$ cat src/design/c2p_pkg.sv
package c2p_pkg;

    localparam int COORD_WIDTH_DEF   = 16;
    localparam int CORDIC_STAGES_DEF = 16;
    localparam int FIFO_DEPTH        = 4;

    localparam int GUARD_BITS  = 12;
    localparam int ATAN_FRAC   = 16;
    localparam int ANGLE_FRAC  = 7;
    localparam int ANG_WIDTH   = 16;
    localparam int ATAN_W      = 22;
    localparam int ZW          = 26;
    localparam int AW          = 23;
    localparam int TW          = 25;
    localparam int ANGLE_SHIFT = ATAN_FRAC - ANGLE_FRAC;

    localparam logic [AW-1:0] RIGHT_ANGLE = AW'(90 << ATAN_FRAC);
    localparam logic [TW-1:0] HALF_TURN   = TW'(180 << ATAN_FRAC);
    localparam logic [TW-1:0] FULL_TURN   = TW'(360 << ATAN_FRAC);
    localparam logic [TW-1:0] ANGLE_ROUND = TW'(1 << (ANGLE_SHIFT - 1));
    localparam logic [ANG_WIDTH-1:0] FULL_TURN_OUT = ANG_WIDTH'(360 << ANGLE_FRAC);

    localparam int GAIN_FRAC  = 30;
    localparam int GAIN_SPLIT = 15;
    localparam int GAIN_Q30   = 652032874;
    localparam logic [GAIN_SPLIT-1:0] GAIN_HI = GAIN_SPLIT'(GAIN_Q30 >> GAIN_SPLIT);
    localparam logic [GAIN_SPLIT-1:0] GAIN_LO = GAIN_SPLIT'(GAIN_Q30 % (1 << GAIN_SPLIT));
    localparam int MAG_SHIFT  = GAIN_FRAC - GAIN_SPLIT + GUARD_BITS;

    typedef enum logic [1:0] {
        KIND_ZERO,
        KIND_XAXIS,
        KIND_YAXIS,
        KIND_CORDIC
    } t_kind;

    typedef struct packed {
        t_kind kind;
        logic  dx_neg;
        logic  dy_neg;
    } t_class;

    // atan(2^-idx) in degrees, 16 fraction bits
    function automatic logic [ATAN_W-1:0] atan_q16(input int idx);
        logic [ATAN_W-1:0] v;
        case (idx)
            0:       v = ATAN_W'(2949120);
            1:       v = ATAN_W'(1740967);
            2:       v = ATAN_W'(919879);
            3:       v = ATAN_W'(466945);
            4:       v = ATAN_W'(234379);
            5:       v = ATAN_W'(117305);
            6:       v = ATAN_W'(58666);
            7:       v = ATAN_W'(29335);
            8:       v = ATAN_W'(14668);
            9:       v = ATAN_W'(7334);
            10:      v = ATAN_W'(3667);
            11:      v = ATAN_W'(1833);
            12:      v = ATAN_W'(917);
            13:      v = ATAN_W'(458);
            14:      v = ATAN_W'(229);
            15:      v = ATAN_W'(115);
            16:      v = ATAN_W'(57);
            17:      v = ATAN_W'(29);
            18:      v = ATAN_W'(14);
            19:      v = ATAN_W'(7);
            20:      v = ATAN_W'(4);
            21:      v = ATAN_W'(2);
            22:      v = ATAN_W'(1);
            default: v = '0;
        endcase
        return v;
    endfunction

endpackage

$ cat src/design/c2p_front.sv
module c2p_front #(
    parameter int COORD_WIDTH = c2p_pkg::COORD_WIDTH_DEF
) (
    input  logic                          i_clk,
    input  logic                          i_rst_n,
    input  logic                          i_valid,
    output logic                          o_ready,
    input  logic signed [COORD_WIDTH-1:0] i_start_x,
    input  logic signed [COORD_WIDTH-1:0] i_start_y,
    input  logic signed [COORD_WIDTH-1:0] i_end_x,
    input  logic signed [COORD_WIDTH-1:0] i_end_y,
    output logic                          o_valid,
    input  logic                          i_ready,
    output c2p_pkg::t_class               o_cls,
    output logic [COORD_WIDTH-1:0]        o_ax,
    output logic [COORD_WIDTH-1:0]        o_ay
);
    import c2p_pkg::*;

    logic signed [COORD_WIDTH:0] dx, dy, ndx, ndy;
    logic [COORD_WIDTH-1:0]      ax, ay;
    t_class                      cls;

    logic                   r_valid;
    t_class                 r_cls;
    logic [COORD_WIDTH-1:0] r_ax, r_ay;

    always_comb begin
        dx  = {i_end_x[COORD_WIDTH-1], i_end_x} - {i_start_x[COORD_WIDTH-1], i_start_x};
        dy  = {i_end_y[COORD_WIDTH-1], i_end_y} - {i_start_y[COORD_WIDTH-1], i_start_y};
        ndx = -dx;
        ndy = -dy;
        ax  = dx[COORD_WIDTH] ? ndx[COORD_WIDTH-1:0] : dx[COORD_WIDTH-1:0];
        ay  = dy[COORD_WIDTH] ? ndy[COORD_WIDTH-1:0] : dy[COORD_WIDTH-1:0];
        cls.dx_neg = dx[COORD_WIDTH];
        cls.dy_neg = dy[COORD_WIDTH];
        if (ax == '0 && ay == '0) begin
            cls.kind = KIND_ZERO;
        end else if (ay == '0) begin
            cls.kind = KIND_XAXIS;
        end else if (ax == '0) begin
            cls.kind = KIND_YAXIS;
        end else begin
            cls.kind = KIND_CORDIC;
        end
    end

    assign o_ready = !r_valid || i_ready;

    always_ff @(posedge i_clk) begin
        if (!i_rst_n) begin
            r_valid <= 1'b0;
        end else if (o_ready) begin
            r_valid <= i_valid;
        end
    end

    always_ff @(posedge i_clk) begin
        if (i_valid && o_ready) begin
            r_cls <= cls;
            r_ax  <= ax;
            r_ay  <= ay;
        end
    end

    assign o_valid = r_valid;
    assign o_cls   = r_cls;
    assign o_ax    = r_ax;
    assign o_ay    = r_ay;

endmodule

$ cat config.mk
export PLATFORM = sky130hd
export DESIGN_NAME = c2p_front
export DESIGN_NICKNAME = d
export VERILOG_FILES = /design/src/design/c2p_pkg.sv /design/src/design/c2p_front.sv
export SDC_FILE = /design/constraint.sdc
export NUM_CORES = 1
export LEC_CHECK = 0
export ABC_AREA = 1
export BUFFER_PORTS_ARGS = -buffer_cell sky130_fd_sc_hd__buf_2
export CAP_MARGIN = 20
export CORE_MARGIN = 4
export CORE_UTILIZATION = 56
export DETAILED_ROUTE_END_ITERATION = 10
export HOLD_SLACK_MARGIN = 0.15
export PLACE_DENSITY = 0.82
export SLEW_MARGIN = 30
export SYNTH_ARGS = -nofsm -noshare
export SYNTH_HDL_FRONTEND = slang
export SYNTH_SLANG_ARGS = --single-unit
$ cat constraint.sdc
create_clock -name i_clk -period 8.1 [get_ports i_clk]
set_input_delay 1.62 -clock i_clk [delete_from_list [all_inputs] [get_ports i_clk]]
set_output_delay 1.62 -clock i_clk [all_outputs]
set_load 0.01 [all_outputs]
# Yosys cells after proc, flatten, opt, wreduce, memory -nomap -nowiden
# Cells that the tools add are included.
# word_totals
reg_bits	37
latchBits	0
ram_bits	0
rom_bits	0
output_inout_bits	38
word_cells	22
memories	0
# classes
add_sub_neg	4
multipliers	0
n_div	0
order_cmp	0
n_eq_ne	0
shift	0
mux	4
bitwise_logic	0
reduce_logical	7
# ops
cell	n
$sub A16 B16 Y17	2
$logic_not A16 Y1	2
$mux W16	2
$neg A16 Y16	2
$logic_and A1 B1 Y1	2
$mux W1	2
$reduce_or A2 Y1	1
$logic_not A1 Y1	1
$logic_or A1 B1 Y1	1

# Logic depth before layout (Yosys ltp)
# Gate-level depths: netlist (run 1).
# depth
word_depth	6
depth_mapped	21
mapped_depth_nobuf	20

# Worst setup path after synthesis (run 1)
# OpenSTA, ideal clock, no wires.
# synth_path
path_kind	input-to-reg
from	input port i_valid
to	register r_ax[0], in the netlist o_ax[0], enable pin
arrival_ps	3428
setup_slack_ps	4230
cell_stages	2
cell_sequence	inv_1 a21oi_1
# synth_via
elab_chain_cells	1
# synth_rtl
element	line_no	rtl
start, declared	c2p_front.sv:6	input logic i_valid,
$logic_and A1 B1 Y1	c2p_front.sv:59	if (i_valid && o_ready) begin
end signal, assigned	c2p_front.sv:61	r_ax <= ax;
end, declared	c2p_front.sv:26	logic [COORD_WIDTH-1:0] r_ax, r_ay;
# Every way passes these cells.
# A chain may end at the register's enable or synchronous reset.

# Final worst setup path (run 1)
# layout_path
from	input port i_start_x[0]
to	register r_cls, in the netlist o_cls[2], data pin
# layout_via
elab_chain_cells	6
word_cells_on_any_way	7
# layout_rtl
element	line_no	rtl
start, declared	c2p_front.sv:8	input logic signed [COORD_WIDTH-1:0] i_start_x,
$sub A16 B16 Y17 *	c2p_front.sv:29	dx = {i_end_x[COORD_WIDTH-1], i_end_x} - {i_start_x[COORD_WIDTH-1], i_start_x};
$neg A16 Y16	c2p_front.sv:31	ndx = -dx;
$mux W16 *	c2p_front.sv:33	ax = dx[COORD_WIDTH] ? ndx[COORD_WIDTH-1:0] : dx[COORD_WIDTH-1:0];
named net ax[7]	c2p_front.sv:21	logic [COORD_WIDTH-1:0] ax, ay;
$logic_not A16 Y1 *	c2p_front.sv:37, c2p_front.sv:41	
$mux W1	c2p_front.sv:41	end else if (ax == '0) begin
$mux W1	c2p_front.sv:39	end else if (ay == '0) begin
end signal, assigned	c2p_front.sv:60	r_cls <= cls;
end, declared	c2p_front.sv:25	t_class r_cls;
# Mark *: on every way through the listed nets, which the timed path passes. The rest lies on a longest branch.

==> flow_metrics.env, run 1 <==
export IMPL_area_delta_synth_final_pct=16.3
export IMPL_yosys_top_cells_area="edfxtp_1 23%, nand2_1 22%, inv_1 12%"
export IMPL_cts_repair_resize_count=0
export IMPL_cp_data_arrival_time_ns=4.04
export IMPL_io_pins=106
export IMPL_port_buffers=105
export IMPL_vias=4912
export IMPL_hold_ws_ns=0.583
export IMPL_drive_gt1_frac=0.187
export IMPL_power_density_nw_per_um2=152
export IMPL_finalWirelength_um=10800
export IMPL_final_core_util=0.687
export IMPL_gp_routability_congestion=0.837
export IMPL_die_h_um=99.2
export IMPL_path_clk_slew_ns=0.07
export IMPL_cts_sinks=37
export IMPL_start_util=0.590
export IMPL_max_stage_delay_ns=0.44
export IMPL_critPathKind="input port to flip-flop"
export IMPL_worstSkewPairLatency_ns=0.29
export IMPL_path_max_fanout=25
export IMPL_cts_tree="built"
export IMPL_synth_nets=872
export IMPL_path_common_cell="nand2_1"
export IMPL_grt_max_degree=37
export IMPL_numCtsBuffers=5
export IMPL_nets=980
export IMPL_wire_per_inst_um=11.1
export IMPL_cap_violations=0
export IMPL_die_area_um2=9840
export IMPL_first_pass_iters=5
export IMPL_worstPathRequired_ns=8.14
export IMPL_grt_use_total=0.217
export IMPL_postSynthCellCount=768
export IMPL_slowest_stage="fa_1"
export IMPL_startpoint_type="input port"
export IMPL_dp_hpwl_um=9360
export IMPL_max_slew_margin=0.665
export IMPL_fill_cells=708
export IMPL_place_area_um2=5270
export IMPL_hold_violations=0
export IMPL_cp_cell_sequence="buf_2, ha_1, fa_1, inv_1, nand3_1, nand2_2, nand2_2, nand2_4, nand2_2, nand2_1, nand2_4, nand2_4, nand2_1, nand2_1, nand2_1, nor2_1, nand3_1, nor2_1, nand3_1"
export IMPL_grt_antenna_before_repair=0
export IMPL_outcome="finished, final reports clean"
export IMPL_end_kind="flip-flop"
export IMPL_antenna_cells=0
export IMPL_leakage_nw=3.18
export IMPL_mostFrequentLayoutCells="279 x nand2_1, 151 x inv_1, 105 x buf_2"
export IMPL_avgViaCountPerCell=5.02
export IMPL_ant_nets=0
export IMPL_rsz0062_at_grt="false"
export IMPL_fmax_mhz=250
export IMPL_ys_seq_area_frac=0.236
export IMPL_finalInstanceArea_um2=5420
export IMPL_yosys_area_top_type="edfxtp_1"
export IMPL_ys_types=29
export IMPL_clock_root_buffer="clkbuf_8"
export IMPL_chipWidth_um=99.2
export IMPL_hold_path_class="flip-flop to flip-flop"
export IMPL_synth_top_area_share=0.232
export IMPL_drt_iter0_markers=208
export IMPL_setup_viol=0
export IMPL_synth_area_um2=4660
export IMPL_min_period_ns=4.00
export IMPL_tns_ns=0
export IMPL_overflow=0
export IMPL_cts_max_level=2
export IMPL_synth_seq_cells=37
export IMPL_grt_pass1_vias=4181
export IMPL_mostFrequentLayoutCell="nand2_1"
export IMPL_row_count=32
export IMPL_fin_crit_sh=0.494
export IMPL_grt_first_pass_wirelength_um=18200
export IMPL_peakVddDrop_v=0.000102
export IMPL_syn_area_per_cell_um2=6.06
export IMPL_post_cts_buffers=0
export IMPL_drcViolationCount=0
export IMPL_ctsHoldBuffers=0
export IMPL_coreArea_um2=7890
export IMPL_fin_skew_ns=0.00232
export IMPL_yosys_warnings=0
export IMPL_final_max_slew_viol_count=0
export IMPL_crit_family="simple AND/OR/NAND/NOR gates"
export IMPL_clk_path_buf_depth=2
export IMPL_path_buf_inv=2
export IMPL_worst_slew_pin_slew_ns=0.501
[cells by family after synthesis]
logic type | share of synthesized area
flops | 0.236
simple gates | 0.461
buf+inv | 0.139
xor+xnor | 0.0151
fa+ha+maj | 0.100
compound gates | 0.0481
[sequential cells by signal, summed over array words and instances, names as in the netlist]
name,flops
o_cls,4
o_ax,16
o_ay,16
o_valid,1
[tightest hold or removal path: stages, from the launching register on]
cell and delay, ns:
dfxtp_1 0.36, nand2_1 0.10, a21boi_0 0.08
[Yosys cell counts]
cell type	number
a21oi_2	4
buf_4	2
o21ai_0	7
nor2_1	62
nand3b_1	12
fa_1	2
o21bai_1	3
nor3_2	1
a21oi_1	20
xor2_1	6
buf_8	1
nand2_4	5
nand4_1	10
edfxtp_1	36
a21oi_4	1
nand2_1	279
dfxtp_1	1
nand3_2	6
xnor2_1	2
inv_1	151
nand2_2	19
inv_2	8
nor3_1	2
nand3_1	84
nor2_2	5
ha_1	34
and2_1	1
buf_6	2
a21boi_0	2
[stage by stage]
step / setup WS [ns] / power, W / cells
final: 4.10 / 0.000824 / 979
after global routing: 3.93 / 0.000896 / 979
after CTS: 4.13 / 0.000820 / 978
after detailed placement: 3.83 / 0.000656 / 970
after global placement: 3.89 / 0.000645 / 970
after floorplan: 4.23 / 0.000558 / 768
[layer usage]
layer | vias to the layer above | GRT usage | routed length [µm]
li1 | 2602 | - | -
met1 | 2134 | 0.329 | 5360
met2 | 167 | 0.337 | 4620
met3 | 9 | 0.0196 | 765
met4 | 0 | 0.0441 | 84
met5 | - | 0 | 0
[final cells by class]
cell class | count | area, µm² | area share
repair buffers | 106 | 553 | 0.102
inverters | 159 | 597 | 0.110
clock buffers | 6 | 82.6 | 0.0152
well taps | 102 | 128 | 0.0236
clock inverters | 2 | 37.5 | 0.00693
flip-flops and latches | 37 | 1100 | 0.203
multi-input cells | 567 | 2920 | 0.539
[report_power, final]
group | internal (W) | switching (W) | total (W)
logic | 0.000141 | 0.000262 | 0.000403
registers | 0.000249 | 0.00000576 | 0.000254
clock network | 0.000100 | 0.0000669 | 0.000167
[path summary, 6_finish.rpt]
| check | startpoint | to | slack, ns | depth (start not counted) |
|---|---|---|---|---|
| worst min register to register | o_valid | o_valid | 0.58 | 2 |
| worst max register to register | o_valid | o_ay[14] | 6.76 | 2 |
| worst max-delay path | i_start_x[0] | o_cls[2] | 4.10 | 19 |
| worst min-delay path | o_valid | o_valid | 0.58 | 2 |
No activity file was read; power rests on OpenSTA's default activity.
==> run 2: changes to the inputs <==
clock period = 3.7 ns   (was 8.1 ns; I/O delays follow)
==> run 2 against run 1 <==
Against the previous run:
- setup slack worse by 3.5 ns
- power is 110% higher
- global-route usage up 0.23 points
- final area down 0.69%
- core utilization shrank 0.48 points
- sequential share of layout area is 0.14 points higher
- die area unchanged
- critical path depth decreased by 2
- sequential power up 120%
- sequential cell count stayed put
- register-to-register slack worse by 4.5 ns
- critical endpoint unchanged
- largest cell class unchanged
==> flow_metrics.env, run 2 (synthesis gave the netlist of run 1 again) <==
export IMPL_grt_most_used_layer="met2"
export IMPL_leakage_nw=3.17
export IMPL_fmax_mhz=318
export IMPL_rsz0062_at_grt="false"
export IMPL_fin_skew_ns=0.00111
export IMPL_dp_hpwl_um=9600
export IMPL_worstPathRequired_ns=3.74
export IMPL_clock_root_buffer="clkbuf_8"
export IMPL_die_area_um2=9840
export IMPL_start_util=0.590
export IMPL_worst_slew_pin_slew_ns=0.601
export IMPL_power_density_nw_per_um2=318
export IMPL_slowest_stage="fa_1"
export IMPL_first_pass_iters=5
export IMPL_max_stage_delay_ns=0.43
export IMPL_tns_ns=0
export IMPL_drcViolationCount=0
export IMPL_grt_use_total=0.219
export IMPL_cap_violations=0
export IMPL_r2r_end="o_cls[1]"
export IMPL_hold_path_depth=2
export IMPL_drive_gt1_frac=0.186
export IMPL_use_met2=0.348
export IMPL_r2r_start="o_valid"
export IMPL_port_buffers=105
export IMPL_coreArea_um2=7890
export IMPL_critPathKind="input port to flip-flop"
export IMPL_finalWirelength_um=11100
export IMPL_antenna_cells=0
export IMPL_mostFrequentLayoutCell="nand2_1"
export IMPL_min_period_ns=3.14
export IMPL_setup_ws_ns=0.559
export IMPL_reg2reg_depth=2
export IMPL_hold_violations=0
export IMPL_cp_data_arrival_time_ns=3.18
export IMPL_io_pins=106
export IMPL_grt_pass1_vias=4165
export IMPL_worstSkewPairLatency_ns=0.28
export IMPL_row_count=32
export IMPL_drt_iter0_markers=217
export IMPL_hold_path_class="flip-flop to flip-flop"
export IMPL_avgViaCountPerCell=5.03
export IMPL_max_slew_margin=0.599
export IMPL_ant_nets=0
export IMPL_cts_tree="built"
export IMPL_min_to="o_valid"
export IMPL_clk_path_buf_depth=2
export IMPL_mostFrequentLayoutCells="279 x nand2_1, 151 x inv_1, 105 x buf_2"
export IMPL_cts_repair_resize_count=0
export IMPL_cp_cell_sequence="buf_2, ha_1, fa_1, inv_1, nand3_1, nand2_2, nand2_2, nand2_4, nand2_2, nand2_1, nand2_4, nand2_4, o21ai_0, nor2_1, nand3_1, nor2_1, nand3_1"
export IMPL_startpoint_type="input port"
export IMPL_path_max_fanout=25
export IMPL_overflow=0
export IMPL_die_h_um=99.2
export IMPL_ctsHoldBuffers=0
export IMPL_post_cts_buffers=0
export IMPL_vias=4923
export IMPL_grt_use_met1=0.322
export IMPL_area_delta_synth_final_pct=15.5
export IMPL_p_total_w=0.00171
export IMPL_post_place_ws_ns=0.228
export IMPL_cts_max_level=2
export IMPL_use_met3=0.0245
export IMPL_nets=980
export IMPL_numCtsBuffers=5
export IMPL_wire_per_inst_um=11.3
export IMPL_outcome="finished, final reports clean"
export IMPL_peakVddDrop_v=0.000136
export IMPL_setup_viol=0
export IMPL_path_clk_slew_ns=0.07
export IMPL_ff2ff_setup_slack_ns=2.30
export IMPL_fin_crit_sh=0.849
export IMPL_min_from="o_valid"
export IMPL_grt_antenna_before_repair=0
export IMPL_cts_sinks=37
export IMPL_gp_routability_congestion=0.837
export IMPL_fill_cells=709
export IMPL_grt_max_degree=26
export IMPL_end_kind="flip-flop"
export IMPL_final_max_slew_viol_count=0
export IMPL_grt_first_pass_wirelength_um=18200
export IMPL_chipWidth_um=99.2
==> run 2: cell types whose count changed in the layout (fill, tap and decap cells not counted), sizes merged <==
cell,previous run,this run
bufinv,1,0
clkinvlp,1,0
clkinv,0,2
==> run 2: critical path: cells and delay by family <==
kind / cells / cell delay (ns)
buf+inv: 2 / 0.23
simple gates: 12 / 1.30
compound gates: 1 / 0.21
fa+ha+maj: 2 / 0.68
==> run 2: per-stage QoR <==
stage                     cell area [µm²]  hold WS [ns]  utilization  instances
after floorplan                      4660         0.595            -        768
after global placement               5270         0.529        0.668        970
after detailed placement             5300         0.591        0.671        971
after CTS                            5380         0.602        0.682        979
after global routing                 5380         0.612        0.682        979
final                                5380         0.594        0.682        979
==> run 2: power by group <==
part           leakage, nW  switching (W)  total (W)  internal, W
clock               0.0450       0.000136   0.000267     0.000130
combinational         2.77       0.000577   0.000887     0.000309
sequential           0.354      0.0000129   0.000558     0.000545
==> run 2: worst max path at each step <==
| stage | start | depth (start not counted) | to | slack (ns) |
|---|---|---|---|---|
| after floorplan | i_valid | 2 | o_ax[0] | 0.71 |
| after global placement | i_start_x[0] | 17 | o_cls[2] | 0.37 |
| after detailed placement | i_start_x[0] | 17 | o_cls[2] | 0.23 |
| after CTS | i_start_x[0] | 17 | o_cls[2] | 0.58 |
| after global routing | i_end_x[0] | 18 | o_cls[2] | 0.32 |
| final | i_start_x[0] | 17 | o_cls[2] | 0.56 |
==> run 2: routing by layer <==
metal,share of wire,vias up
li1,-,2602
met1,0.49,2148
met2,0.43,164
met3,0.068,9
met4,0.0078,0
met5,0,-
==> run 2: area by class of cell <==
cell class / count / area, µm² / area share
Clock buffer: 6 / 72.6 / 0.0135
Clock inverter: 2 / 10.0 / 0.00186
Inverter: 159 / 597 / 0.111
Multi-Input combinational cell: 567 / 2920 / 0.542
Sequential cell: 37 / 1100 / 0.205
Tap cell: 102 / 128 / 0.0237
Timing Repair Buffer: 106 / 553 / 0.103
