## src/design/c2p_pkg.sv

```systemverilog
package c2p_pkg;

    localparam int COORD_WIDTH_DEF   = 16;
    localparam int CORDIC_STAGES_DEF = 16;
    localparam int FIFO_DEPTH        = 4;

    localparam int GUARD_BITS  = 12;
    localparam int ATAN_FRAC   = 16;
    localparam int ANGLE_FRAC  = 7;
    localparam int ANG_WIDTH   = 16;
    localparam int ATAN_W      = 22;
    localparam int ZW          = 26;
    localparam int AW          = 23;
    localparam int TW          = 25;
    localparam int ANGLE_SHIFT = ATAN_FRAC - ANGLE_FRAC;

    localparam logic [AW-1:0] RIGHT_ANGLE = AW'(90 << ATAN_FRAC);
    localparam logic [TW-1:0] HALF_TURN   = TW'(180 << ATAN_FRAC);
    localparam logic [TW-1:0] FULL_TURN   = TW'(360 << ATAN_FRAC);
    localparam logic [TW-1:0] ANGLE_ROUND = TW'(1 << (ANGLE_SHIFT - 1));
    localparam logic [ANG_WIDTH-1:0] FULL_TURN_OUT = ANG_WIDTH'(360 << ANGLE_FRAC);

    localparam int GAIN_FRAC  = 30;
    localparam int GAIN_SPLIT = 15;
    localparam int GAIN_Q30   = 652032874;
    localparam logic [GAIN_SPLIT-1:0] GAIN_HI = GAIN_SPLIT'(GAIN_Q30 >> GAIN_SPLIT);
    localparam logic [GAIN_SPLIT-1:0] GAIN_LO = GAIN_SPLIT'(GAIN_Q30 % (1 << GAIN_SPLIT));
    localparam int MAG_SHIFT  = GAIN_FRAC - GAIN_SPLIT + GUARD_BITS;

    typedef enum logic [1:0] {
        KIND_ZERO,
        KIND_XAXIS,
        KIND_YAXIS,
        KIND_CORDIC
    } t_kind;

    typedef struct packed {
        t_kind kind;
        logic  dx_neg;
        logic  dy_neg;
    } t_class;

    // atan(2^-idx) in degrees, 16 fraction bits
    function automatic logic [ATAN_W-1:0] atan_q16(input int idx);
        logic [ATAN_W-1:0] v;
        case (idx)
            0:       v = ATAN_W'(2949120);
            1:       v = ATAN_W'(1740967);
            2:       v = ATAN_W'(919879);
            3:       v = ATAN_W'(466945);
            4:       v = ATAN_W'(234379);
            5:       v = ATAN_W'(117305);
            6:       v = ATAN_W'(58666);
            7:       v = ATAN_W'(29335);
            8:       v = ATAN_W'(14668);
            9:       v = ATAN_W'(7334);
            10:      v = ATAN_W'(3667);
            11:      v = ATAN_W'(1833);
            12:      v = ATAN_W'(917);
            13:      v = ATAN_W'(458);
            14:      v = ATAN_W'(229);
            15:      v = ATAN_W'(115);
            16:      v = ATAN_W'(57);
            17:      v = ATAN_W'(29);
            18:      v = ATAN_W'(14);
            19:      v = ATAN_W'(7);
            20:      v = ATAN_W'(4);
            21:      v = ATAN_W'(2);
            22:      v = ATAN_W'(1);
            default: v = '0;
        endcase
        return v;
    endfunction

endpackage

```

## src/design/c2p_fifo.sv

```systemverilog
module c2p_fifo #(
    parameter int WIDTH = 8,
    parameter int DEPTH = c2p_pkg::FIFO_DEPTH
) (
    input  logic             i_clk,
    input  logic             i_rst_n,
    input  logic             i_push,
    output logic             o_ready,
    input  logic [WIDTH-1:0] i_data,
    output logic             o_valid,
    input  logic             i_pop,
    output logic [WIDTH-1:0] o_data
);
    localparam int PW = $clog2(DEPTH);
    localparam int NW = $clog2(DEPTH + 1);

    logic [WIDTH-1:0] r_mem [0:DEPTH-1];
    logic [PW-1:0]    r_wr_ptr, r_rd_ptr;
    logic [NW-1:0]    r_count;
    logic             do_push, do_pop;

    assign o_ready = (r_count != NW'(DEPTH));
    assign o_valid = (r_count != '0);
    assign do_push = i_push && o_ready;
    assign do_pop  = i_pop && o_valid;
    assign o_data  = r_mem[r_rd_ptr];

    always_ff @(posedge i_clk) begin
        if (!i_rst_n) begin
            r_wr_ptr <= '0;
            r_rd_ptr <= '0;
            r_count  <= '0;
        end else begin
            if (do_push) begin
                r_wr_ptr <= (r_wr_ptr == PW'(DEPTH - 1)) ? '0 : r_wr_ptr + 1'b1;
            end
            if (do_pop) begin
                r_rd_ptr <= (r_rd_ptr == PW'(DEPTH - 1)) ? '0 : r_rd_ptr + 1'b1;
            end
            if (do_push && !do_pop) begin
                r_count <= r_count + 1'b1;
            end else if (do_pop && !do_push) begin
                r_count <= r_count - 1'b1;
            end
        end
    end

    always_ff @(posedge i_clk) begin
        if (do_push) begin
            r_mem[r_wr_ptr] <= i_data;
        end
    end

endmodule

```

## config.mk

```make
export PLATFORM = sky130hd
export DESIGN_NAME = c2p_fifo
export DESIGN_NICKNAME = d
export VERILOG_FILES = /design/src/design/c2p_pkg.sv /design/src/design/c2p_fifo.sv
export SDC_FILE = /design/constraint.sdc
export NUM_CORES = 1
export LEC_CHECK = 0
export BUFFER_PORTS_ARGS = -buffer_cell sky130_fd_sc_hd__buf_2
export CAP_MARGIN = 20
export CORE_ASPECT_RATIO = 1.25
export CORE_UTILIZATION = 55
export DETAILED_ROUTE_END_ITERATION = 16
export GPL_TIMING_DRIVEN = 1
export PLACE_DENSITY_LB_ADDON = 0.1
export SYNTH_ARGS = -nofsm -noshare
export SYNTH_HDL_FRONTEND = slang
export SYNTH_SLANG_ARGS = --single-unit
```

## constraint.sdc

```tcl
create_clock -name i_clk -period 2.4 [get_ports i_clk]
set_input_delay 0.24 -clock i_clk [delete_from_list [all_inputs] [get_ports i_clk]]
set_output_delay 0.24 -clock i_clk [all_outputs]
set_load 0.02 [all_outputs]
```

==> Word level (Yosys, flattened, before mapping) <==
Memory sizes are Yosys's and may differ from the RTL's. A register that Yosys moved wholly into a read port is not among the register bits.
Cells that the tools add are included.
W data, S select, Z words.
{ "word_totals": {"ramBits": 32, "out_inout_bits": 10, "elab_cells": 27, "register_bits": 7, "n_memories": 1} }
{ "memory_table": {"columns": ["name", "words", "width", "rd", "rd_clocked_by_memory_dff", "wr", "line_no", "text"], "rows": [
  ["r_mem", 4, 8, 1, 1, 1, "c2p_fifo.sv:17", "logic [WIDTH-1:0] r_mem [0:DEPTH-1];"]
]} }
{ "op_classes": {"add_sub_neg": 4, "reduce_logical": 8, "mux": 8, "eq_ne": 3} }
{ "op_table": {"columns": ["operator", "n"], "rows": [
  ["$mux W2", 4],
  ["$mux W3", 2],
  ["$add A2 B1 Y2 const B", 2],
  ["$eq A2 B2 Y1 const B", 2],
  ["$logic_and A1 B1 Y1", 4],
  ["$add A3 B1 Y3 const B", 1],
  ["$ne A3 B3 Y1 const B", 1],
  ["$reduce_bool A3 Y1", 1],
  ["$sub A3 B1 Y3 const B", 1],
  ["$logic_not A1 Y1", 2],
  ["$mux W1", 2],
  ["$reduce_bool A2 Y1", 1]
]} }

==> Longest topological paths before layout <==
Gate-level depths: netlist of run 1.
{ "logic_depth": {"ltp_word": 6, "depth_mapped": 9, "depth_no_buf": 8} }

==> Worst setup path after synthesis of run 1 <==
No wires, ideal clock.
{ "synth_timing": {"path_type": "reg-to-reg", "from": "register r_count[0]", "to": "register r_count[2]", "synth_period_minus_slack_ns": 2.231, "setup_slack_ns": 0.169, "arrival_time_ns": 2.155, "t_required_ns": 2.324, "path_stages_with_launch": 10, "cell_sequence": "dfxtp_1 > or3b_1 > clkbuf_2 > and2_4 > ha_1 > inv_1 > fa_1 > xor2_1 > or3_2 > a21boi_0"} }
{ "synth_between": {"elab_chain_cells": 5} }
{ "synth_lines": {"columns": ["item", "line_no", "text"], "rows": [
  ["from (decl)", "c2p_fifo.sv:19", "logic [NW-1:0] r_count;"],
  ["from (signal assigned)", "c2p_fifo.sv:41", "r_count <= r_count + 1'b1;"],
  ["from (signal assigned)", "c2p_fifo.sv:43", "r_count <= r_count - 1'b1;"],
  ["$ne A3 B3 Y1 (*)", "c2p_fifo.sv:22", "assign o_ready = (r_count != NW'(DEPTH));"],
  ["via o_ready", "c2p_fifo.sv:8", "output logic o_ready,"],
  ["$logic_and A1 B1 Y1 (*)", "c2p_fifo.sv:24", "assign do_push = i_push && o_ready;"],
  ["via do_push", "c2p_fifo.sv:20", "logic do_push, do_pop;"],
  ["$logic_not A1 Y1", "c2p_fifo.sv:42", "end else if (do_pop && !do_push) begin"],
  ["$logic_and A1 B1 Y1", "c2p_fifo.sv:42", null],
  ["$reduce_bool A2 Y1 (no source line)", null, null]
]} }
Mark *: on every way through the listed nets, which the timed path passes. The rest lies on a longest branch. The select of a mux whose other input is x is not followed.
A chain may end at the register's enable or synchronous reset.

==> Final worst setup path of run 1 <==
{ "layout_timing": {"from": "register r_count[1]", "to": "register r_count[2]"} }
{ "layout_between": {"elab_chain_cells": 5} }
{ "layout_lines": {"columns": ["item", "line_no"], "rows": [
  ["$ne A3 B3 Y1 (*)", "c2p_fifo.sv:22"],
  ["$logic_and A1 B1 Y1 (*)", "c2p_fifo.sv:24"],
  ["via do_push", "c2p_fifo.sv:20"],
  ["$logic_not A1 Y1", "c2p_fifo.sv:42"],
  ["$logic_and A1 B1 Y1", "c2p_fifo.sv:42"],
  ["$reduce_bool A2 Y1 (no source line)", null]
]} }
Marked as above.

==> results of run 1 <==
[critical path: stages (launching register included)]
cell	delay, ps
dfxtp_1	440
or3b_4	200
and2_4	160
ha_1	180
inv_1	60
fa_1	370
xor2_1	160
or3_2	410
a21boi_0	170
[flip-flops by register name (all words and copies together) (netlist names), named ones only]
name,count
r_count,3
r_mem,32
r_rd_ptr,2
r_wr_ptr,2
[cells in the final DEF, fill, tap and decap left out, types with 3 or more instances in the layout]
| cell type | count |
|---|---|
| o21ai_0 | 4 |
| ha_1 | 6 |
| nand2_1 | 5 |
| inv_1 | 3 |
| buf_2 | 21 |
| mux4_2 | 8 |
| and3_2 | 4 |
| edfxtp_1 | 32 |
| dfxtp_1 | 8 |
| clkbuf_4 | 5 |
[cell families after synthesis]
group / Yosys count
flip-flops: 41
XOR/XNOR: 2
buffers and inverters: 7
AND/OR/NAND/NOR: 20
multiplexers: 10
adder cells (fa/ha/maj): 7
AO/OA/AOI/OAI: 6
[worst max path at each step]
| stage | from | endpoint | cells after the start |
|---|---|---|---|
| finish | r_count[1] | r_count[2] | 8 |
| global route | r_count[1] | r_count[2] | 8 |
| CTS | r_count[0] | r_count[2] | 8 |
| detailed placement | r_count[0] | r_count[2] | 8 |
| global placement | r_count[0] | r_count[2] | 8 |
| floorplan | r_count[0] | r_count[2] | 9 |
[routing by layer]
metal	share of wire [%]	wire length, µm	GRT usage, %
met2	55	1342	30.33
met5	0	0	0
met4	1.8	43	11.46
met3	3.9	95	4.623
met1	40	967	21.28
[per-stage QoR]
stage / worst slack, ps / util (%) / power (mW)
floorplan: 169.1 / - / 1.396
global placement: 239.2 / 64.26 / 1.539
detailed placement: 116.4 / 64.26 / 1.567
CTS: 108.7 / 67.17 / 1.979
global route: 23.09 / 67.48 / 2.089
finish: 191.1 / 67.48 / 1.975
[power groups by stage]
stage          Combinational, mW  Sequential, mW  Clock [mW]
3_5_place_dp               0.579           0.988           0
3_3_place_gp               0.560           0.979           0
6_report                   0.583           0.976       0.417
5_1_grt                    0.642           0.994       0.454
2_1_floorplan              0.463           0.933           0
4_1_cts                    0.584           0.971       0.424
[area by class of cell]
cell class                 instances  area share [%]
tap                               34           2.285
multi-input combinational         45           25.40
sequential                        41           61.36
inverter                           3          0.6048
clock buffer                       8           4.301
timing repair buffer              22           6.048
==> summary.txt, run 1 <==
Cells and area
  – Inserted Diodes: 0
  – Number of nets in the layout: roughly 140
  – Final non-filler cell total: ~150
  – Fin area: 1862 µm²
  – Layout area overhead: 13.85%
  – FF/Latch Area: 1142 µm²
  – Filler cell count: 201
  – Area of the multi-input gates: 473.0 µm²
  – Fraction of layout instances using a drive strength above 1: about two fifths

Die
  – Die area: 3197 µm²
  – Row count: 21
  – Placeable core area: 2759 µm²
  – Number of placed I/O pins: 22
  – Initial cell density of the core: 59.27%
  – Die extent in y: 62.97 µm
  – Die width: 50.77 µm

Critical path
  – Worst Path Class, Setup: reg2reg
  – Startpoint types: flip-flop
  – Maximum fanout count along the critical path: 7
  – Data arrival time of the critical path: 2480 ps
  – Worst R2R Path Depth: 8
  – End of the worst register-to-register path: r_count[2]
  – Setup slack on the worst flop-to-flop path: 190 ps
  – Reg-to-reg startpoint: r_count[1]
  – Critical path endpoint category: flip-flop
  – Data required time of the critical path: approximately 2700 ps

Timing
  – Worst setup skew after layout: 10.54 ps
  – Hold slack: between 90 and 100 ps
  – Setup TNS: 0 ps
  – Unrepaired setup endpoints after global routing: no
  – Setup-failing EPs final: 0
  – Count of final hold-check violations: 0
  – Tmin final: around 2200 ps
  – Final worst path period share: 92.04%
  – Least-Margin Pin Slew: 555.0 ps
  – Slew Limit Fails: 0
  – Upper clock frequency limit: 452.7 MHz
  – Worst slew slack as a fraction of its limit: a little over three fifths

Logic synthesis
  – Post-synth cell types: 26
  – Top flip-flop cell by instance count after synthesis: edfxtp_1
  – Average instance area after synthesis: 17.58 µm²
  – Post-synth EDFFs: 32
  – Simple-Gate Fraction of Synth Area: 7.192%
  – Share of synthesized area occupied by flip-flops and latches: 69.78%
  – Mux share of post-synthesis cell area: about 12%
  – Combinational family with the most area after synthesis: multiplexers
  – Cell with the most instances after synthesis: edfxtp_1
  – Proportion of netlist area held by the largest area contributor: 58.76%
  – Post-synthesis share of cell area spent on full adders, half adders and majority gates: 5.815%
  – Synthesis-stage register bit count: 41
  – Area of the mapped netlist: ~1600 µm²
  – Most used standard cells in the synthesized netlist: 32 x edfxtp_1, 9 x dfxtp_1, 8 x mux4_2
  – Yosys warnings: 0
  – Post-Synthesis Cells: 93
  – Complex-gate fraction of the synthesized area: between 2 and 2.5%
  – Net count after synthesis: 112
  – Top cells by area in the synthesized netlist: edfxtp_1 59%, dfxtp_1 11%, mux4_2 11%
  – Xor/xnor cell area share of the yosys netlist: 1.071%
  – Share of synthesized registers carrying an async set or reset: 0%
  – Leading area contributor after synthesis: edfxtp_1

Clock tree
  – TritonCTS clock tree: built
  – CTS Sinks: between 40 and 50
  – Htree depth: 2
  – Maximum number of buffers from clock root to sink: 2
  – Number of buffers created by CTS: 5
  – Number of resized instances in the post-cts repair step: 0
  – Library cell used as clock root buffer: clkbuf_4
  – Clock Latency Late Sink: ~350 ps
  – Clock-pin slew on the worst setup and hold paths: 120 ps
  – Cts-stage hold buffer count: 0
  – Number of post-CTS setup repair buffers: 0

Placement
  – Cell count after placement: 145
  – Area post-placement: between 1500 and 2000 µm²
  – Routability Congestion: 0.6719
  – I/O Buffers: 21
  – Estimated wirelength of the detail-placed design: 1744 µm

Min path
  – Number of stages on the worst hold path: 1
  – Worst hold endpoint: r_mem[0][7]
  – Hold Startpoint: i_data[7]
  – Worst hold path type: in2reg

Drt
  – Drt pass-1 iters: 4
  – Vias per cell: roughly 5.5
  – DR WL/cell: 16.00 µm
  – Detail Route Antenna Nets: 0
  – Drt drc: 0
  – Number of vias in the routed layout: between 800 and 900
  – Total routed wirelength: 2448 µm
  – First DRT Iteration DRCs: 10

Pwr
  – Relative contribution of the clock network to total power: 21.1%
  – Power density over the cells: 1061 nW/µm²
  – Lkg Pwr: just under 0.7 nW
  – Power share of the sequential group: 49.4%
  – Internal power of the cells: 1.370 mW
  – Switching Power: approximately 0.6 mW
  – Sw frac: slightly above 30%
  – Worst-case vdd ir drop: 790.5 µV
  – Comb power frac: 29.5%

GRT
  – Global-route total usage across every layer: 18.51%
  – Global-route wire length before repair: about 4000 µm
  – GRT Residual Overflow: 0
  – Antenna violations before repair: 0
  – Largest net degree at the start of global routing: 13
  – Via count of the first global-routing pass: 884

Status
  – Result of the run: completed

Job
  – Number of max-cap violations: 0
Note: power is estimated with default switching activity, not from simulation.
==> run 2: changes to the inputs <==
--- a/config.mk
+++ b/config.mk
@@ -12,6 +12,7 @@
 export DETAILED_ROUTE_END_ITERATION = 16
 export GPL_TIMING_DRIVEN = 1
 export PLACE_DENSITY_LB_ADDON = 0.1
+export RECOVER_POWER = 50
 export SYNTH_ARGS = -nofsm -noshare
 export SYNTH_HDL_FRONTEND = slang
 export SYNTH_SLANG_ARGS = --single-unit
==> summary.txt, run 2 (same netlist as run 1, synthesis figures left out) <==
Cells and area
  – Layout area overhead: 12.85% (was 13.85%)
  – Number of flip-flops in the largest register: 32 (unchanged)
  – Most common cell after layout, fill and taps aside: edfxtp_1 (unchanged)
  – Registers with the most flip-flops: r_mem x32, r_count x3 (unchanged)
  – Filler cell count: 210 (was 201)
  – Number of nets in the layout: 137 (unchanged)
  – Final Core Density: 66.89% (was 67.48%)
  – Inserted Diodes: 0 (unchanged)
  – Commonest cells after routing, fill and taps aside: 32 x edfxtp_1, 13 x buf_2, 10 x clkbuf_1 (was 32 x edfxtp_1, 21 x buf_2, 8 x mux4_2, 8 x dfxtp_1, 6 x ha_1)
  – Register with the highest flop count: r_mem (unchanged)
  – Fraction of layout instances using a drive strength above 1: 30.25% (was 39.50%)

Critical path
  – Worst R2R Path Depth: 8 (unchanged)
  – Data arrival time of the critical path: 2480 ps (about the same)
  – Critical path endpoint category: flip-flop (unchanged)
  – Maximum fanout count along the critical path: 7 (unchanged)
  – Startpoint types: flip-flop (unchanged)
  – Data required time of the critical path: 2680 ps (was 2670 ps)
  – Worst Path Class, Setup: reg2reg (unchanged)

Timing
  – Unrepaired setup endpoints after global routing: no (unchanged)
  – Setup-failing EPs final: 0 (unchanged)
  – Setup TNS: 0 ps (unchanged)
  – Upper clock frequency limit: 452.7 MHz (about the same)
  – Final worst path period share: 92.04% (about the same)
  – Tmin final: 2209 ps (about the same)
  – Least-Margin Pin Slew: 553.0 ps (was 555.0 ps)
  – Slew Limit Fails: 0 (unchanged)
  – Worst setup skew after layout: 7.606 ps (was 10.54 ps)
  – Worst slew slack as a fraction of its limit: 63.08% (was 62.95%)
  – Count of final hold-check violations: 0 (unchanged)

Drt
  – Drt pass-1 iters: 4 (unchanged)
  – Vias per cell: 5.542 (was 5.529)
  – Total routed wirelength: 2458 µm (was 2448 µm)
  – First DRT Iteration DRCs: 11 (was 10)
  – DR WL/cell: 16.07 µm (was 16.00 µm)
  – Drt drc: 0 (unchanged)
  – Detail Route Antenna Nets: 0 (unchanged)
  – Number of vias in the routed layout: 848 (was 846)

Clock tree
  – TritonCTS clock tree: built (unchanged)
  – Maximum number of buffers from clock root to sink: 2 (unchanged)
  – Library cell used as clock root buffer: clkbuf_4 (unchanged)
  – Number of buffers created by CTS: 5 (unchanged)
  – Htree depth: 2 (unchanged)
  – Number of post-CTS setup repair buffers: 0 (unchanged)
  – Cts-stage hold buffer count: 0 (unchanged)
  – Number of resized instances in the post-cts repair step: 0 (unchanged)
  – CTS Sinks: 41 (unchanged)
  – Clock Latency Late Sink: 350 ps (about the same)
  – Clock-pin slew on the worst setup and hold paths: 110 ps (was 120 ps)

Job
  – Number of max-cap violations: 0 (unchanged)

Pwr
  – Power density over the cells: 1066 nW/µm² (was 1061 nW/µm²)
  – Lkg Pwr: 0.6601 nW (was 0.6845 nW)
  – Worst-case vdd ir drop: 790.9 µV (was 790.5 µV)

Die
  – Die area: 3197 µm² (unchanged)
  – Number of placed I/O pins: 22 (unchanged)
  – Row count: 21 (unchanged)
  – Initial cell density of the core: 59.27% (unchanged)
  – Die extent in y: 62.97 µm (unchanged)
  – Placeable core area: 2759 µm² (unchanged)
  – Die width: 50.77 µm (unchanged)

GRT
  – Global-route total usage across every layer: 18.51% (unchanged)
  – Via count of the first global-routing pass: 884 (unchanged)
  – Antenna violations before repair: 0 (unchanged)
  – Largest net degree at the start of global routing: 13 (unchanged)
  – Global-route wire length before repair: 4071 µm (unchanged)
  – GRT Residual Overflow: 0 (unchanged)

Placement
  – I/O Buffers: 21 (unchanged)
  – Routability Congestion: 0.6719 (unchanged)
  – Estimated wirelength of the detail-placed design: 1744 µm (unchanged)

Status
  – Result of the run: completed (unchanged)

Min path
  – Number of stages on the worst hold path: 1 (unchanged)
  – Worst hold path type: in2reg (unchanged)
[run 2: cell count changes in the layout (fill, tap and decap cells not counted), sizes merged]
cell / before / now
buf: 22 / 13
clkbuf: 8 / 17
[run 2: layout make-up]
class	instances	area [µm²]	area share (%)
sequential	41	1142	61.90
tap	34	42.54	2.305
clock buffer	8	80.08	4.339
inverter	3	11.26	0.6102
multi-input combinational	45	470.5	25.49
timing repair buffer	22	98.84	5.356
[run 2: through the flow]
stage,hold slack [ps],setup WS (ps),area [µm²],instances,total power [mW]
3_3_place_gp,450.8,239.2,1773,145,1.539
6_report,142.2,191.0,1846,153,1.968
3_5_place_dp,457.0,116.4,1773,145,1.567
5_1_grt,133.0,22.80,1846,153,2.080
4_1_cts,92.73,108.7,1853,153,1.979
2_1_floorplan,338.9,169.1,1635,93,1.396
[run 2: worst paths after layout]
check                end  slack (ps)        start
max           r_count[2]         190   r_count[1]
min          r_mem[1][6]         140    i_data[6]
max reg2reg   r_count[2]         190   r_count[1]
min reg2reg  r_wr_ptr[1]         510  r_wr_ptr[1]
[run 2: per-layer routing]
layer  wire length [µm]  part of all wire, %  vias up  GRT usage (%)
met3                 96                  3.9        8          4.623
met4                 66                  2.7        0          11.46
met2               1330                   54       28          30.33
met5                  0                    0        -              0
met1                964                   39      407          21.28
li1                   -                    -      405              -
[run 2: power breakdown]
part           total (mW)  switching, mW  internal, mW
clock               0.418          0.211         0.207
combinational       0.574          0.296         0.277
sequential          0.976         0.0995         0.877
[run 2: critical path, stage by stage (launching register included)]
cell,delay (ps)
dfxtp_1,440
or3b_4,200
and2_4,160
ha_1,180
inv_1,60
fa_1,370
xor2_1,160
or3_2,410
a21boi_0,170
==> run 3: changes to the inputs <==
--- a/config.mk
+++ b/config.mk
@@ -7,7 +7,7 @@
 export LEC_CHECK = 0
 export BUFFER_PORTS_ARGS = -buffer_cell sky130_fd_sc_hd__buf_2
 export CAP_MARGIN = 20
-export CORE_ASPECT_RATIO = 1.25
+export CORE_ASPECT_RATIO = 0.75
 export CORE_UTILIZATION = 55
 export DETAILED_ROUTE_END_ITERATION = 16
 export GPL_TIMING_DRIVEN = 1
==> summary.txt, run 3 (same netlist as run 1, synthesis figures left out) <==
Pwr
  – Relative contribution of the clock network to total power: 21.1% (was 21.2%)
  – Worst-case vdd ir drop: 593.6 µV (was 790.9 µV)
  – Comb power frac: 29.2% (was 29.1%)
  – Lkg Pwr: 0.6587 nW (was 0.6601 nW)
  – Power density over the cells: 1057 nW/µm² (was 1066 nW/µm²)
  – Switching Power: 0.5969 mW (was 0.6068 mW)
  – Power share of the sequential group: 49.8% (was 49.6%)
  – Internal power of the cells: 1.354 mW (was 1.361 mW)
  – Sw frac: 30.59% (was 30.84%)

Critical path
  – Worst R2R Path Depth: 7 (was 8)
  – Setup slack on the worst flop-to-flop path: 210 ps (was 190 ps)
  – End of the worst register-to-register path: r_count[2] (unchanged)
  – Data arrival time of the critical path: 2400 ps (was 2480 ps)
  – Data required time of the critical path: 2610 ps (was 2680 ps)
  – Critical path endpoint category: flip-flop (unchanged)
  – Worst Path Class, Setup: reg2reg (unchanged)
  – Startpoint types: flip-flop (unchanged)
  – Maximum fanout count along the critical path: 5 (was 7)
  – Reg-to-reg startpoint: r_count[1] (unchanged)

Clock tree
  – Htree depth: 2 (unchanged)
  – Clock-pin slew on the worst setup and hold paths: 70 ps (was 110 ps)
  – TritonCTS clock tree: built (unchanged)
  – Clock Latency Late Sink: 280 ps (was 350 ps)
  – Library cell used as clock root buffer: clkbuf_8 (was clkbuf_4)
  – CTS Sinks: 41 (unchanged)
  – Number of buffers created by CTS: 5 (unchanged)
  – Number of post-CTS setup repair buffers: 0 (unchanged)
  – Maximum number of buffers from clock root to sink: 2 (unchanged)

Job
  – Number of max-cap violations: 0 (unchanged)

Min path
  – Number of stages on the worst hold path: 1 (unchanged)
  – Hold Startpoint: i_data[5] (was i_data[6])
  – Worst hold endpoint: r_mem[3][5] (was r_mem[1][6])
  – Worst hold path type: in2reg (unchanged)

Drt
  – Detailed-route wire length on metal 1: 1109 µm (was 964 µm)
  – Highest metal layer with signal wires: met4 (unchanged)
  – DR WL/cell: 16.36 µm (was 16.07 µm)
  – Detail Route Antenna Nets: 0 (unchanged)
  – Drt pass-1 iters: 4 (unchanged)
  – Metal3 WL: 109 µm (was 96 µm)
  – Vias per cell: 5.490 (was 5.542)
  – First DRT Iteration DRCs: 24 (was 11)
  – Number of vias in the routed layout: 851 (was 848)
  – Drt drc: 0 (unchanged)
  – Routed length on met2: 1300 µm (was 1330 µm)
  – Total routed wirelength: 2536 µm (was 2458 µm)

Timing
  – Count of final hold-check violations: 0 (unchanged)
  – Slew Limit Fails: 0 (unchanged)
  – Worst slew slack as a fraction of its limit: 64.41% (was 63.08%)
  – Least-Margin Pin Slew: 533.1 ps (was 553.0 ps)
  – Tmin final: 2192 ps (was 2209 ps)
  – Unrepaired setup endpoints after global routing: no (unchanged)
  – Worst setup skew after layout: 3.939 ps (was 7.606 ps)
  – Upper clock frequency limit: 456.2 MHz (was 452.7 MHz)
  – Setup TNS: 0 ps (unchanged)
  – Final worst path period share: 91.33% (was 92.04%)
  – Worst setup slack after layout: 208.0 ps (was 191.0 ps)
  – Setup-failing EPs final: 0 (unchanged)

Cells and area
  – Area of the multi-input gates: 466.7 µm² (was 470.5 µm²)
  – Commonest cells after routing, fill and taps aside: 32 x edfxtp_1, 13 x buf_2, 11 x clkbuf_1 (was 32 x edfxtp_1, 13 x buf_2, 10 x clkbuf_1)
  – FF/Latch Area: 1142 µm² (unchanged)
  – Inserted Diodes: 0 (unchanged)
  – Filler cell count: 200 (was 210)
  – Fraction of layout instances using a drive strength above 1: 29.41% (was 30.25%)
  – Number of flip-flops in the largest register: 32 (unchanged)
  – Most common cell after layout, fill and taps aside: edfxtp_1 (unchanged)
  – Layout area overhead: 12.85% (unchanged)
  – Registers with the most flip-flops: r_mem x32, r_count x3 (unchanged)
  – Register with the highest flop count: r_mem (unchanged)
  – Number of nets in the layout: 137 (unchanged)

Die
  – Initial cell density of the core: 60.06% (was 59.27%)
  – Row count: 16 (was 21)
  – Placeable core area: 2723 µm² (was 2759 µm²)
  – Die width: 64.97 µm (was 50.77 µm)
  – Die area: 3198 µm² (was 3197 µm²)
  – Number of placed I/O pins: 22 (unchanged)
  – Die extent in y: 49.22 µm (was 62.97 µm)

GRT
  – Global-route wire length before repair: 4174 µm (was 4071 µm)
  – GRT Residual Overflow: 0 (unchanged)
  – Global-route total usage across every layer: 19.16% (was 18.51%)
  – Largest net degree at the start of global routing: 13 (unchanged)
  – Antenna violations before repair: 0 (unchanged)
  – Via count of the first global-routing pass: 878 (was 884)

Placement
  – Routability Congestion: 0.6825 (was 0.6719)
  – I/O Buffers: 21 (unchanged)
  – Estimated wirelength of the detail-placed design: 1823 µm (was 1744 µm)
  – Pre-CTS WS: 135.0 ps (was 116.4 ps)

Status
  – Result of the run: completed (unchanged)
-- run 3: cell count changes in the layout (fill, tap and decap cells not counted), sizes merged --
| cell | previous run | this run |
|---|---|---|
| clkbuf | 17 | 16 |
| clkinv | 0 | 1 |
-- run 3: area by class of cell --
class / count / area share, %
inverters: 3 / 0.6102
multi-input cells: 45 / 25.29
flip-flops and latches: 41 / 61.90
repair buffers: 22 / 5.356
well taps: 36 / 2.441
clock buffers: 7 / 4.136
clock inverters: 1 / 0.2712
-- run 3: what timing repair did --
| item | in CTS | in global routing |
|---|---|---|
| hold buffers | 0 | 0 |
| setup endpoints to repair | 0 | 1 |
| gates resized for setup | 0 | 2 |
| hold endpoints to repair | 0 | 0 |
-- run 3: metal layers --
layer | vias to the layer above | GRT usage (%)
met5 | - | 0
met4 | 0 | 5.556
met3 | 2 | 5.607
met2 | 21 | 32.12
met1 | 426 | 24.15
li1 | 402 | -
-- run 3: worst max-delay path by stage --
stage                from          to  cells after the start
2_1_floorplan  r_count[0]  r_count[2]                      9
3_3_place_gp   r_count[0]  r_count[2]                      8
3_5_place_dp   r_count[0]  r_count[2]                      8
4_1_cts        r_count[0]  r_count[2]                      8
5_1_grt        r_count[1]  r_count[2]                      8
6_report       r_count[1]  r_count[2]                      7
-- run 3: power groups by stage --
| stage | Combinational [mW] | Sequential [mW] | Clock, mW |
|---|---|---|---|
| after floorplan | 0.463 | 0.933 | 0 |
| after global placement | 0.562 | 0.979 | 0 |
| after detailed placement | 0.574 | 0.987 | 0 |
| after CTS | 0.579 | 0.972 | 0.420 |
| after global routing | 0.627 | 0.994 | 0.447 |
| final | 0.569 | 0.971 | 0.411 |
-- run 3: critical path, stage by stage, from the launching register on --
cell	delay, ps
dfxtp_1	350
o31ai_1	350
ha_1	250
inv_1	60
fa_1	370
xor2_1	160
or3_2	410
a21boi_0	170
-- run 3: through the flow --
stage                     instances  hold WS (ps)  utilization [%]  power, mW  instance area [µm²]
final                           155         219.7            67.78      1.951                 1846
after global routing            155         234.9            67.78      2.068                 1846
after CTS                       155         168.6            68.20      1.970                 1857
after detailed placement        147         460.6            65.21      1.561                 1775
after global placement          147         453.8            65.21      1.541                 1775
after floorplan                  93         338.9                -      1.396                 1635
